$ cat config.mk
export PLATFORM = sky130hd
export DESIGN_NAME = power_state_residency_percent
export DESIGN_NICKNAME = d
export VERILOG_FILES = /design/src/design/psrp_pkg.sv /design/src/design/psrp_div.sv /design/src/design/power_state_residency_percent.sv
export SDC_FILE = /design/constraint.sdc
export NUM_CORES = 2
export LEC_CHECK = 0
export ABC_AREA = 1
export BUFFER_PORTS_ARGS = -buffer_cell sky130_fd_sc_hd__buf_2
export CORE_MARGIN = 2
export CORE_UTILIZATION = 23
export CTS_CLUSTER_SIZE = 24
export DETAILED_ROUTE_END_ITERATION = 12
export GPL_TIMING_DRIVEN = 0
export PLACE_DENSITY = 0.44
export SLEW_MARGIN = 20
export SYNTH_ARGS = -nofsm -noshare
export SYNTH_HDL_FRONTEND = slang
export SYNTH_SLANG_ARGS = --single-unit
$ cat constraint.sdc
create_clock -name aclk -period 15.9 [get_ports aclk]
set_input_delay 3.18 -clock aclk [delete_from_list [all_inputs] [get_ports aclk]]
set_output_delay 3.18 -clock aclk [all_outputs]
set_load 0.02 [all_outputs]
$ cat src/design/psrp_pkg.sv
// Package of types, constants and codes shared by the residency percentage block.
package psrp_pkg;

    // Fixed width of each input field on the stream port
    localparam int FIELD_W = 48;
    // Default counter width used for all wrapping arithmetic
    localparam int COUNTER_WIDTH_DEFAULT = 48;

    localparam int IN_DATA_W  = 4 * FIELD_W;
    localparam int OUT_DATA_W = 40;
    localparam int PCT_W      = 8;
    localparam int STATUS_W   = 2;

    localparam logic [6:0]       PCT_SCALE = 7'd100;
    localparam logic [PCT_W-1:0] PCT_MAX   = 8'd255;

    // Bits of counters_present
    localparam int BIT_DEEP    = 0;
    localparam int BIT_DEEPER  = 1;
    localparam int BIT_DEEPEST = 2;
    localparam int MASK_W      = 3;
    localparam logic [MASK_W-1:0] MASK_RESET = 3'd7;

    // Configuration port
    localparam int PADDR_W = 3;
    localparam int PDATA_W = 32;
    localparam logic [0:0] REG_COUNTERS_PRESENT = 1'b0;

    // Result status codes
    typedef enum logic [STATUS_W-1:0] {
        STATUS_VALID     = 2'd0,
        STATUS_NEED_MORE = 2'd1,
        STATUS_NO_TIME   = 2'd2
    } status_t;

    // Channel being divided
    typedef enum logic [1:0] {
        CH_DEEP     = 2'd0,
        CH_DEEPER   = 2'd1,
        CH_DEEPEST  = 2'd2,
        CH_COMBINED = 2'd3
    } chan_t;

    // Top level sequencer
    typedef enum logic [2:0] {
        ST_IDLE,
        ST_DIFF,
        ST_SUM,
        ST_START,
        ST_WAIT,
        ST_FINISH
    } top_state_t;

    // Divider sequencer
    typedef enum logic [1:0] {
        DV_IDLE,
        DV_SCALE,
        DV_ITER,
        DV_DONE
    } div_state_t;

    // Highest quotient bit step; step 8 only checks for saturation
    localparam logic [3:0] DIV_TOP_STEP = 4'd8;

    typedef struct packed {
        logic             done;
        logic [PCT_W-1:0] quo;
    } div_rsp_t;

endpackage

$ cat src/design/psrp_div.sv
// Shared scale-and-divide unit: min(255, (100*num + den/2) / den), one bit per cycle.
module psrp_div #(
    parameter int COUNTER_WIDTH = psrp_pkg::COUNTER_WIDTH_DEFAULT
) (
    input  logic                       aclk,
    input  logic                       aresetn,
    input  logic                       start,
    input  logic [COUNTER_WIDTH+1:0]   num,
    input  logic [COUNTER_WIDTH-1:0]   den,
    output psrp_pkg::div_rsp_t         rsp
);
    import psrp_pkg::*;

    localparam int CW = COUNTER_WIDTH;
    localparam int NW = CW + 9;

    div_state_t      state_reg, state_next;
    logic [NW-1:0]   rem_reg;
    logic [PCT_W-1:0] q_reg;
    logic [3:0]      step_reg;

    logic [NW-1:0]   den_shift;
    logic [NW:0]     trial;
    logic            fits;
    logic [NW-1:0]   scaled;

    // One compare-subtract against the shifted divisor
    assign den_shift = {{(NW-CW){1'b0}}, den} << step_reg;
    assign trial     = {1'b0, rem_reg} - {1'b0, den_shift};
    assign fits      = ~trial[NW];
    assign scaled    = (NW'(num) * PCT_SCALE) + NW'(den >> 1);

    always_comb begin
        state_next = state_reg;
        case (state_reg)
            DV_IDLE:  if (start) state_next = DV_SCALE;
            DV_SCALE: state_next = DV_ITER;
            DV_ITER: begin
                if ((step_reg == DIV_TOP_STEP && fits) || step_reg == 4'd0) begin
                    state_next = DV_DONE;
                end
            end
            DV_DONE:  state_next = DV_IDLE;
            default:  state_next = DV_IDLE;
        endcase
    end

    always_comb begin
        rsp.done = (state_reg == DV_DONE);
        rsp.quo  = q_reg;
    end

    always_ff @(posedge aclk) begin
        if (!aresetn) begin
            state_reg <= DV_IDLE;
        end else begin
            state_reg <= state_next;
        end
    end

    always_ff @(posedge aclk) begin
        case (state_reg)
            DV_SCALE: begin
                rem_reg  <= scaled;
                q_reg    <= '0;
                step_reg <= DIV_TOP_STEP;
            end
            DV_ITER: begin
                if (step_reg == DIV_TOP_STEP) begin
                    // quotient of 256 or more: saturate
                    if (fits) q_reg <= PCT_MAX;
                end else begin
                    q_reg <= {q_reg[PCT_W-2:0], fits};
                    if (fits) rem_reg <= trial[NW-1:0];
                end
                if (step_reg != 4'd0) step_reg <= step_reg - 4'd1;
            end
            default: begin
            end
        endcase
    end

endmodule

$ cat src/design/power_state_residency_percent.sv
// Top level of the idle-state residency percentage block.
//
// Usage: each item on the s_ stream is one sample: a millisecond timestamp
// and three cumulative idle-state residency counters. For every accepted
// item exactly one result item leaves on the m_ stream: a status code and
// four rounded percentages (deep, deeper, deepest, combined), each
// min(255, (100*delta + elapsed/2) / elapsed) against the previous sample.
// The first sample after reset only primes the stored sample (need_more);
// a sample with zero elapsed time is dropped (no_time) and the stored
// sample is kept. counters_present on the APB port masks counters to zero.
// The special cases pass the diff and finish states into the output register;
// a full result passes diff, sum, four divisions and finish. The divisions run
// one after another through one shared divider, each a start, a scale, one to
// nine compare-subtract steps and a done step; finish waits while the output
// register is full and not taken. s_tready is high only while the sequencer is
// idle, so one item is in work at a time.
// A finished result waits in the output register while the receiver
// stalls; the next item can still be taken and computed meanwhile.
// Reset clears the stored sample, the output valid and sets the mask to 7.
module power_state_residency_percent #(
    parameter int COUNTER_WIDTH = psrp_pkg::COUNTER_WIDTH_DEFAULT
) (
    input  logic                             aclk,
    input  logic                             aresetn,
    // APB configuration port
    input  logic                             psel,
    input  logic                             penable,
    input  logic                             pwrite,
    input  logic [psrp_pkg::PADDR_W-1:0]     paddr,
    input  logic [psrp_pkg::PDATA_W-1:0]     pwdata,
    output logic [psrp_pkg::PDATA_W-1:0]     prdata,
    output logic                             pready,
    // Sample stream
    input  logic                             s_tvalid,
    output logic                             s_tready,
    // timestamp_ms[47:0], deep_ms[95:48], deeper_ms[143:96], deepest_ms[191:144]
    input  logic [psrp_pkg::IN_DATA_W-1:0]   s_tdata,
    // Result stream
    output logic                             m_tvalid,
    input  logic                             m_tready,
    // status[1:0], deep_pct[9:2], deeper_pct[17:10], deepest_pct[25:18],
    // combined_pct[33:26], zero fill [39:34]
    output logic [psrp_pkg::OUT_DATA_W-1:0]  m_tdata
);
    import psrp_pkg::*;

    localparam int CW = COUNTER_WIDTH;
    localparam int SW = CW + 2;

    // Take a fixed-width input field down (or up) to the counter width
    function automatic logic [CW-1:0] fit(input logic [FIELD_W-1:0] f);
        logic [63:0] w;
        w = 64'(f);
        return w[CW-1:0];
    endfunction

    top_state_t        state_reg, state_next;
    logic [MASK_W-1:0] mask_reg;
    logic              have_prev_reg;
    logic [CW-1:0]     prev_time_reg, prev_deep_reg, prev_deeper_reg, prev_deepest_reg;
    logic [CW-1:0]     cur_time_reg, cur_deep_reg, cur_deeper_reg, cur_deepest_reg;
    logic [CW-1:0]     dt_reg, da_reg, db_reg, dc_reg;
    logic [SW-1:0]     sum_reg;
    chan_t             chan_reg;
    logic [PCT_W-1:0]  pct_reg [4];
    status_t           status_reg;
    logic              m_valid_reg;
    logic [OUT_DATA_W-1:0] m_data_reg;

    logic [CW-1:0]     dt_comb;
    logic              out_free;
    logic              div_start;
    logic [SW-1:0]     div_num;
    div_rsp_t          div_rsp;
    logic              cfg_write;

    // ---------------- configuration ----------------
    assign pready    = 1'b1;
    assign cfg_write = psel && penable && pwrite && pready;
    assign prdata    = (paddr[2] == REG_COUNTERS_PRESENT) ?
                       PDATA_W'(mask_reg) : '0;

    always_ff @(posedge aclk) begin
        if (!aresetn) begin
            mask_reg <= MASK_RESET;
        end else if (cfg_write && paddr[2] == REG_COUNTERS_PRESENT) begin
            mask_reg <= pwdata[MASK_W-1:0];
        end
    end

    // ---------------- sequencer ----------------
    assign dt_comb  = cur_time_reg - prev_time_reg;
    assign out_free = !m_valid_reg || m_tready;

    always_comb begin
        state_next = state_reg;
        case (state_reg)
            ST_IDLE:   if (s_tvalid) state_next = ST_DIFF;
            ST_DIFF: begin
                // first sample or zero elapsed time: report at once
                if (!have_prev_reg || dt_comb == '0) state_next = ST_FINISH;
                else                                 state_next = ST_SUM;
            end
            ST_SUM:    state_next = ST_START;
            ST_START:  state_next = ST_WAIT;
            ST_WAIT: begin
                if (div_rsp.done) begin
                    if (chan_reg == CH_COMBINED) state_next = ST_FINISH;
                    else                         state_next = ST_START;
                end
            end
            ST_FINISH: if (out_free) state_next = ST_IDLE;
            default:   state_next = ST_IDLE;
        endcase
    end

    always_comb begin
        s_tready  = (state_reg == ST_IDLE);
        div_start = (state_reg == ST_START);
        case (chan_reg)
            CH_DEEP:     div_num = SW'(da_reg);
            CH_DEEPER:   div_num = SW'(db_reg);
            CH_DEEPEST:  div_num = SW'(dc_reg);
            CH_COMBINED: div_num = sum_reg;
            default:     div_num = sum_reg;
        endcase
    end

    always_ff @(posedge aclk) begin
        if (!aresetn) begin
            state_reg <= ST_IDLE;
        end else begin
            state_reg <= state_next;
        end
    end

    // ---------------- stored sample ----------------
    always_ff @(posedge aclk) begin
        if (!aresetn) begin
            have_prev_reg    <= 1'b0;
            prev_time_reg    <= '0;
            prev_deep_reg    <= '0;
            prev_deeper_reg  <= '0;
            prev_deepest_reg <= '0;
        end else if (state_reg == ST_DIFF && (!have_prev_reg || dt_comb != '0)) begin
            // keep the new sample unless a stored one exists and it carries no elapsed time
            have_prev_reg    <= 1'b1;
            prev_time_reg    <= cur_time_reg;
            prev_deep_reg    <= cur_deep_reg;
            prev_deeper_reg  <= cur_deeper_reg;
            prev_deepest_reg <= cur_deepest_reg;
        end
    end

    // ---------------- datapath ----------------
    always_ff @(posedge aclk) begin
        case (state_reg)
            ST_IDLE: begin
                if (s_tvalid) begin
                    // masked counters read as zero
                    cur_time_reg    <= fit(s_tdata[FIELD_W-1:0]);
                    cur_deep_reg    <= mask_reg[BIT_DEEP] ?
                                       fit(s_tdata[2*FIELD_W-1:FIELD_W]) : '0;
                    cur_deeper_reg  <= mask_reg[BIT_DEEPER] ?
                                       fit(s_tdata[3*FIELD_W-1:2*FIELD_W]) : '0;
                    cur_deepest_reg <= mask_reg[BIT_DEEPEST] ?
                                       fit(s_tdata[4*FIELD_W-1:3*FIELD_W]) : '0;
                end
            end
            ST_DIFF: begin
                dt_reg   <= dt_comb;
                da_reg   <= cur_deep_reg - prev_deep_reg;
                db_reg   <= cur_deeper_reg - prev_deeper_reg;
                dc_reg   <= cur_deepest_reg - prev_deepest_reg;
                chan_reg <= CH_DEEP;
                for (int i = 0; i < 4; i++) pct_reg[i] <= '0;
                if (!have_prev_reg)      status_reg <= STATUS_NEED_MORE;
                else if (dt_comb == '0)  status_reg <= STATUS_NO_TIME;
                else                     status_reg <= STATUS_VALID;
            end
            ST_SUM: begin
                sum_reg <= SW'(da_reg) + SW'(db_reg) + SW'(dc_reg);
            end
            ST_WAIT: begin
                if (div_rsp.done) begin
                    pct_reg[chan_reg] <= div_rsp.quo;
                    if (chan_reg != CH_COMBINED) chan_reg <= chan_t'(chan_reg + 2'd1);
                end
            end
            default: begin
            end
        endcase
    end

    // ---------------- output register ----------------
    always_ff @(posedge aclk) begin
        if (!aresetn) begin
            m_valid_reg <= 1'b0;
        end else if (state_reg == ST_FINISH && out_free) begin
            m_valid_reg <= 1'b1;
        end else if (m_tready) begin
            m_valid_reg <= 1'b0;
        end
    end

    always_ff @(posedge aclk) begin
        if (state_reg == ST_FINISH && out_free) begin
            m_data_reg <= {6'b0, pct_reg[CH_COMBINED], pct_reg[CH_DEEPEST],
                           pct_reg[CH_DEEPER], pct_reg[CH_DEEP], status_reg};
        end
    end

    assign m_tvalid = m_valid_reg;
    assign m_tdata  = m_data_reg;

    // ---------------- shared divider ----------------
    psrp_div #(
        .COUNTER_WIDTH (COUNTER_WIDTH)
    ) u_div (
        .aclk    (aclk),
        .aresetn (aresetn),
        .start   (div_start),
        .num     (div_num),
        .den     (dt_reg),
        .rsp     (div_rsp)
    );

endmodule
==> impl_metrics.tcl <==
set metrics [dict create \
    status "completed" \
    critPathMaxFanout 10 \
    ctsLongestPathBuffers 3 \
    cts_sinks 775 \
    final_util_pct 26.8 \
    postRouteAntennaNets 0 \
    yosys-top-cells-area "edfxtp_1 (29%), ha_1 (11%), nand2_1 (10%), inv_1 (7.9%), dfxtp_1 (6.8%)" \
    cts_buffers 98 \
    max_cap_violations 0 \
    grt_max_degree 57 \
    drc 0 \
    synth_area_um2 59500 \
    post-cts-setup-buffer-count 0 \
    arrival_ps 9740 \
    final_nets 8960 \
    initial_utilization_pct 23.2 \
    hold_class "register to register" \
    yosysSeqAreaShare_pct 35.7 \
    drt-total-wl_um 226000 \
    clkLatencyLatePin_ps 780 \
    dp_cells 11400 \
    via_per_inst 4.52 \
    cpMostUsedCell "nand2_1" \
    synth_common_cells "nand2_1 (1664), inv_1 (1257), nor2_1 (683)" \
    cts_tree "done" \
    grt_usage_pct 16.9 \
    die_area_um2 263000 \
    period_share_pct 58.2 \
    cts.clk_slew.worst_paths_ps 70 \
    core_um2 257000 \
    synth_top_area_cell "edfxtp_1" \
    io_pins 309 \
    fp.dieH_um 513 \
    final_cells 11600 \
    r2r_slack_ps 6640 \
    first_pass_iters 8 \
    fin_crit_ps 9260 \
    areaGrowthSynthToFinish_pct 15.8 \
    worstPathRequired_ps 16380 \
    largest_reg_flops 57 \
    wl_per_cell_um 19.5 \
    timing.rr.start "chan_reg[0]" \
    maxSlewHeadroom_pct 20.3 \
    async_flop_share_pct 0 \
    antenna_found_initial 11 \
    reg2regPathDepth 36 \
    setup.worst_path.class "register to register" \
    synth_top_cell_area_share_pct 28.9 \
    grt_remaining_overflow 0 \
    hold_viol_final 0 \
    grt_pass1_wl_um 334000 \
    hpwl_um 191000 \
    synthDistinctLibCells 56 \
    globalplace.congestion 0.945 \
    synth_cells 7716 \
    syn_area_per_cell_um2 7.72 \
    ys_ff_latch 775 \
    rsz0062_at_grt "false" \
    cpPeakStageDelay_ps 770 \
    fmax_mhz 108 \
    synthFlopType "edfxtp_1" \
    die_w_um 513 \
    drv_slew 0 \
    rows 186 \
    skew_ps 51.4 \
    postCtsHoldBufs 0 \
    crit_start "chan_reg[0]" \
    setup_viol 0 \
    synth.most_common_cell "nand2_1" \
    drt_iter0_drc 3345 \
    yosys_warnings 0 \
    h-tree-depth 3 \
    start_kind "register" \
    grt_pass1_vias 52300 \
    r2r_end "u_div.rem_reg[53]" \
    drive_gt1_share_pct 8.55 \
    worst_slew_pin_slew_ps 1200 \
    crit_slowest_cell "clkbuf_1" \
    num_vias 52300 \
    cts-root-buf "clkbuf_16" \
    crit_path_end_kind "register" \
    synth_edf_count 573 \
    worstSetupEndpoint "u_div.rem_reg[53]" \
    portBuffers 240 \
    ctsResizeCount 0 \
    filler_cell_count 28300 \
]
per-layer routing:
layer | track usage, % | wire (µm)
met2 | 28.7 | 106000
met3 | 2.06 | 9460
met5 | 0 | 13
met1 | 22.0 | 103000
met4 | 5.64 | 7520
cell families after synthesis:
kind of cell / Yosys count / share of synthesized area [%]
buffers and inverters: 1464 / 9.87
adders and majority gates: 602 / 13.9
DFF: 775 / 35.7
and+or+nand+nor: 2780 / 18.8
muxes: 28 / 0.473
xor gates and xnor gates: 269 / 3.96
other: 2 / 0.0126
AOI/OAI and AO/OA: 1796 / 17.3
final cells by class:
type | instances | area (µm²) | share of cell area (%)
Tap cell | 3384 | 4230 | 6.14
Clock inverter | 57 | 673 | 0.976
Sequential cell | 775 | 21300 | 30.8
Antenna cell | 3 | 7.51 | 0.0109
Timing Repair Buffer | 274 | 1670 | 2.42
Multi-Input combinational cell | 5511 | 32600 | 47.2
Buffer | 199 | 1140 | 1.65
Clock buffer | 126 | 2670 | 3.87
Inverter | 1265 | 4750 | 6.89
worst min-delay path by stage:
stage / slack [ps] / to / cells after the start / startpoint
finish: 410 / m_tdata[16] / 0 / pct_reg[1][6]
global route: 430 / m_tdata[3] / 0 / pct_reg[0][1]
CTS: 420 / m_tdata[7] / 0 / pct_reg[0][5]
detailed placement: 400 / m_tdata[16] / 0 / pct_reg[1][6]
global placement: 410 / m_tdata[12] / 0 / pct_reg[1][2]
floorplan: 400 / m_tdata[0] / 0 / status_reg[0]
placed cells by master, fill, tap and decap left out, drive strengths merged, types with 8 or more instances in the layout:
cell / count
a31oi: 180
conb: 36
nand3: 231
o21bai: 21
buf: 370
o21a: 48
or2: 16
nor3: 63
xor2: 153
fa: 100
a21o: 23
ha: 502
dfxtp: 202
clkinv: 34
clkbuf: 229
o21ai: 626
nand2: 1667
xnor2: 116
a21oi: 806
o211ai: 29
a21boi: 19
and3: 11
inv: 1270
edfxtp: 573
bufinv: 11
mux2i: 27
nor2: 690
nor4: 30
nand4: 42
nand3b: 25
o221ai: 8
critical path: cells and delay by family (launching register included):
kind | cells | cell delay [ps]
AO/OA/AOI/OAI | 7 | 2460
adder cells (fa/ha/maj) | 6 | 2310
AND/OR/NAND/NOR | 17 | 1790
buffers and inverters | 5 | 1720
flip-flops | 1 | 490
XOR/XNOR | 1 | 180
metrics by stage:
| stage | worst slack (ps) | TNS [ps] | hold slack, ps | area, µm² |
|---|---|---|---|---|
| global route | 6380 | 0 | 427 | 69000 |
| detailed placement | 6850 | 0 | 405 | 65600 |
| global placement | -427 | -72910 | 405 | 65100 |
| CTS | 6790 | 0 | 418 | 69000 |
| finish | 6640 | 0 | 415 | 69000 |
| floorplan | 4600 | 0 | 400 | 59700 |
Power is not shown: default switching activity piles up to over one toggle a cycle in this logic, so the estimate is an artifact.
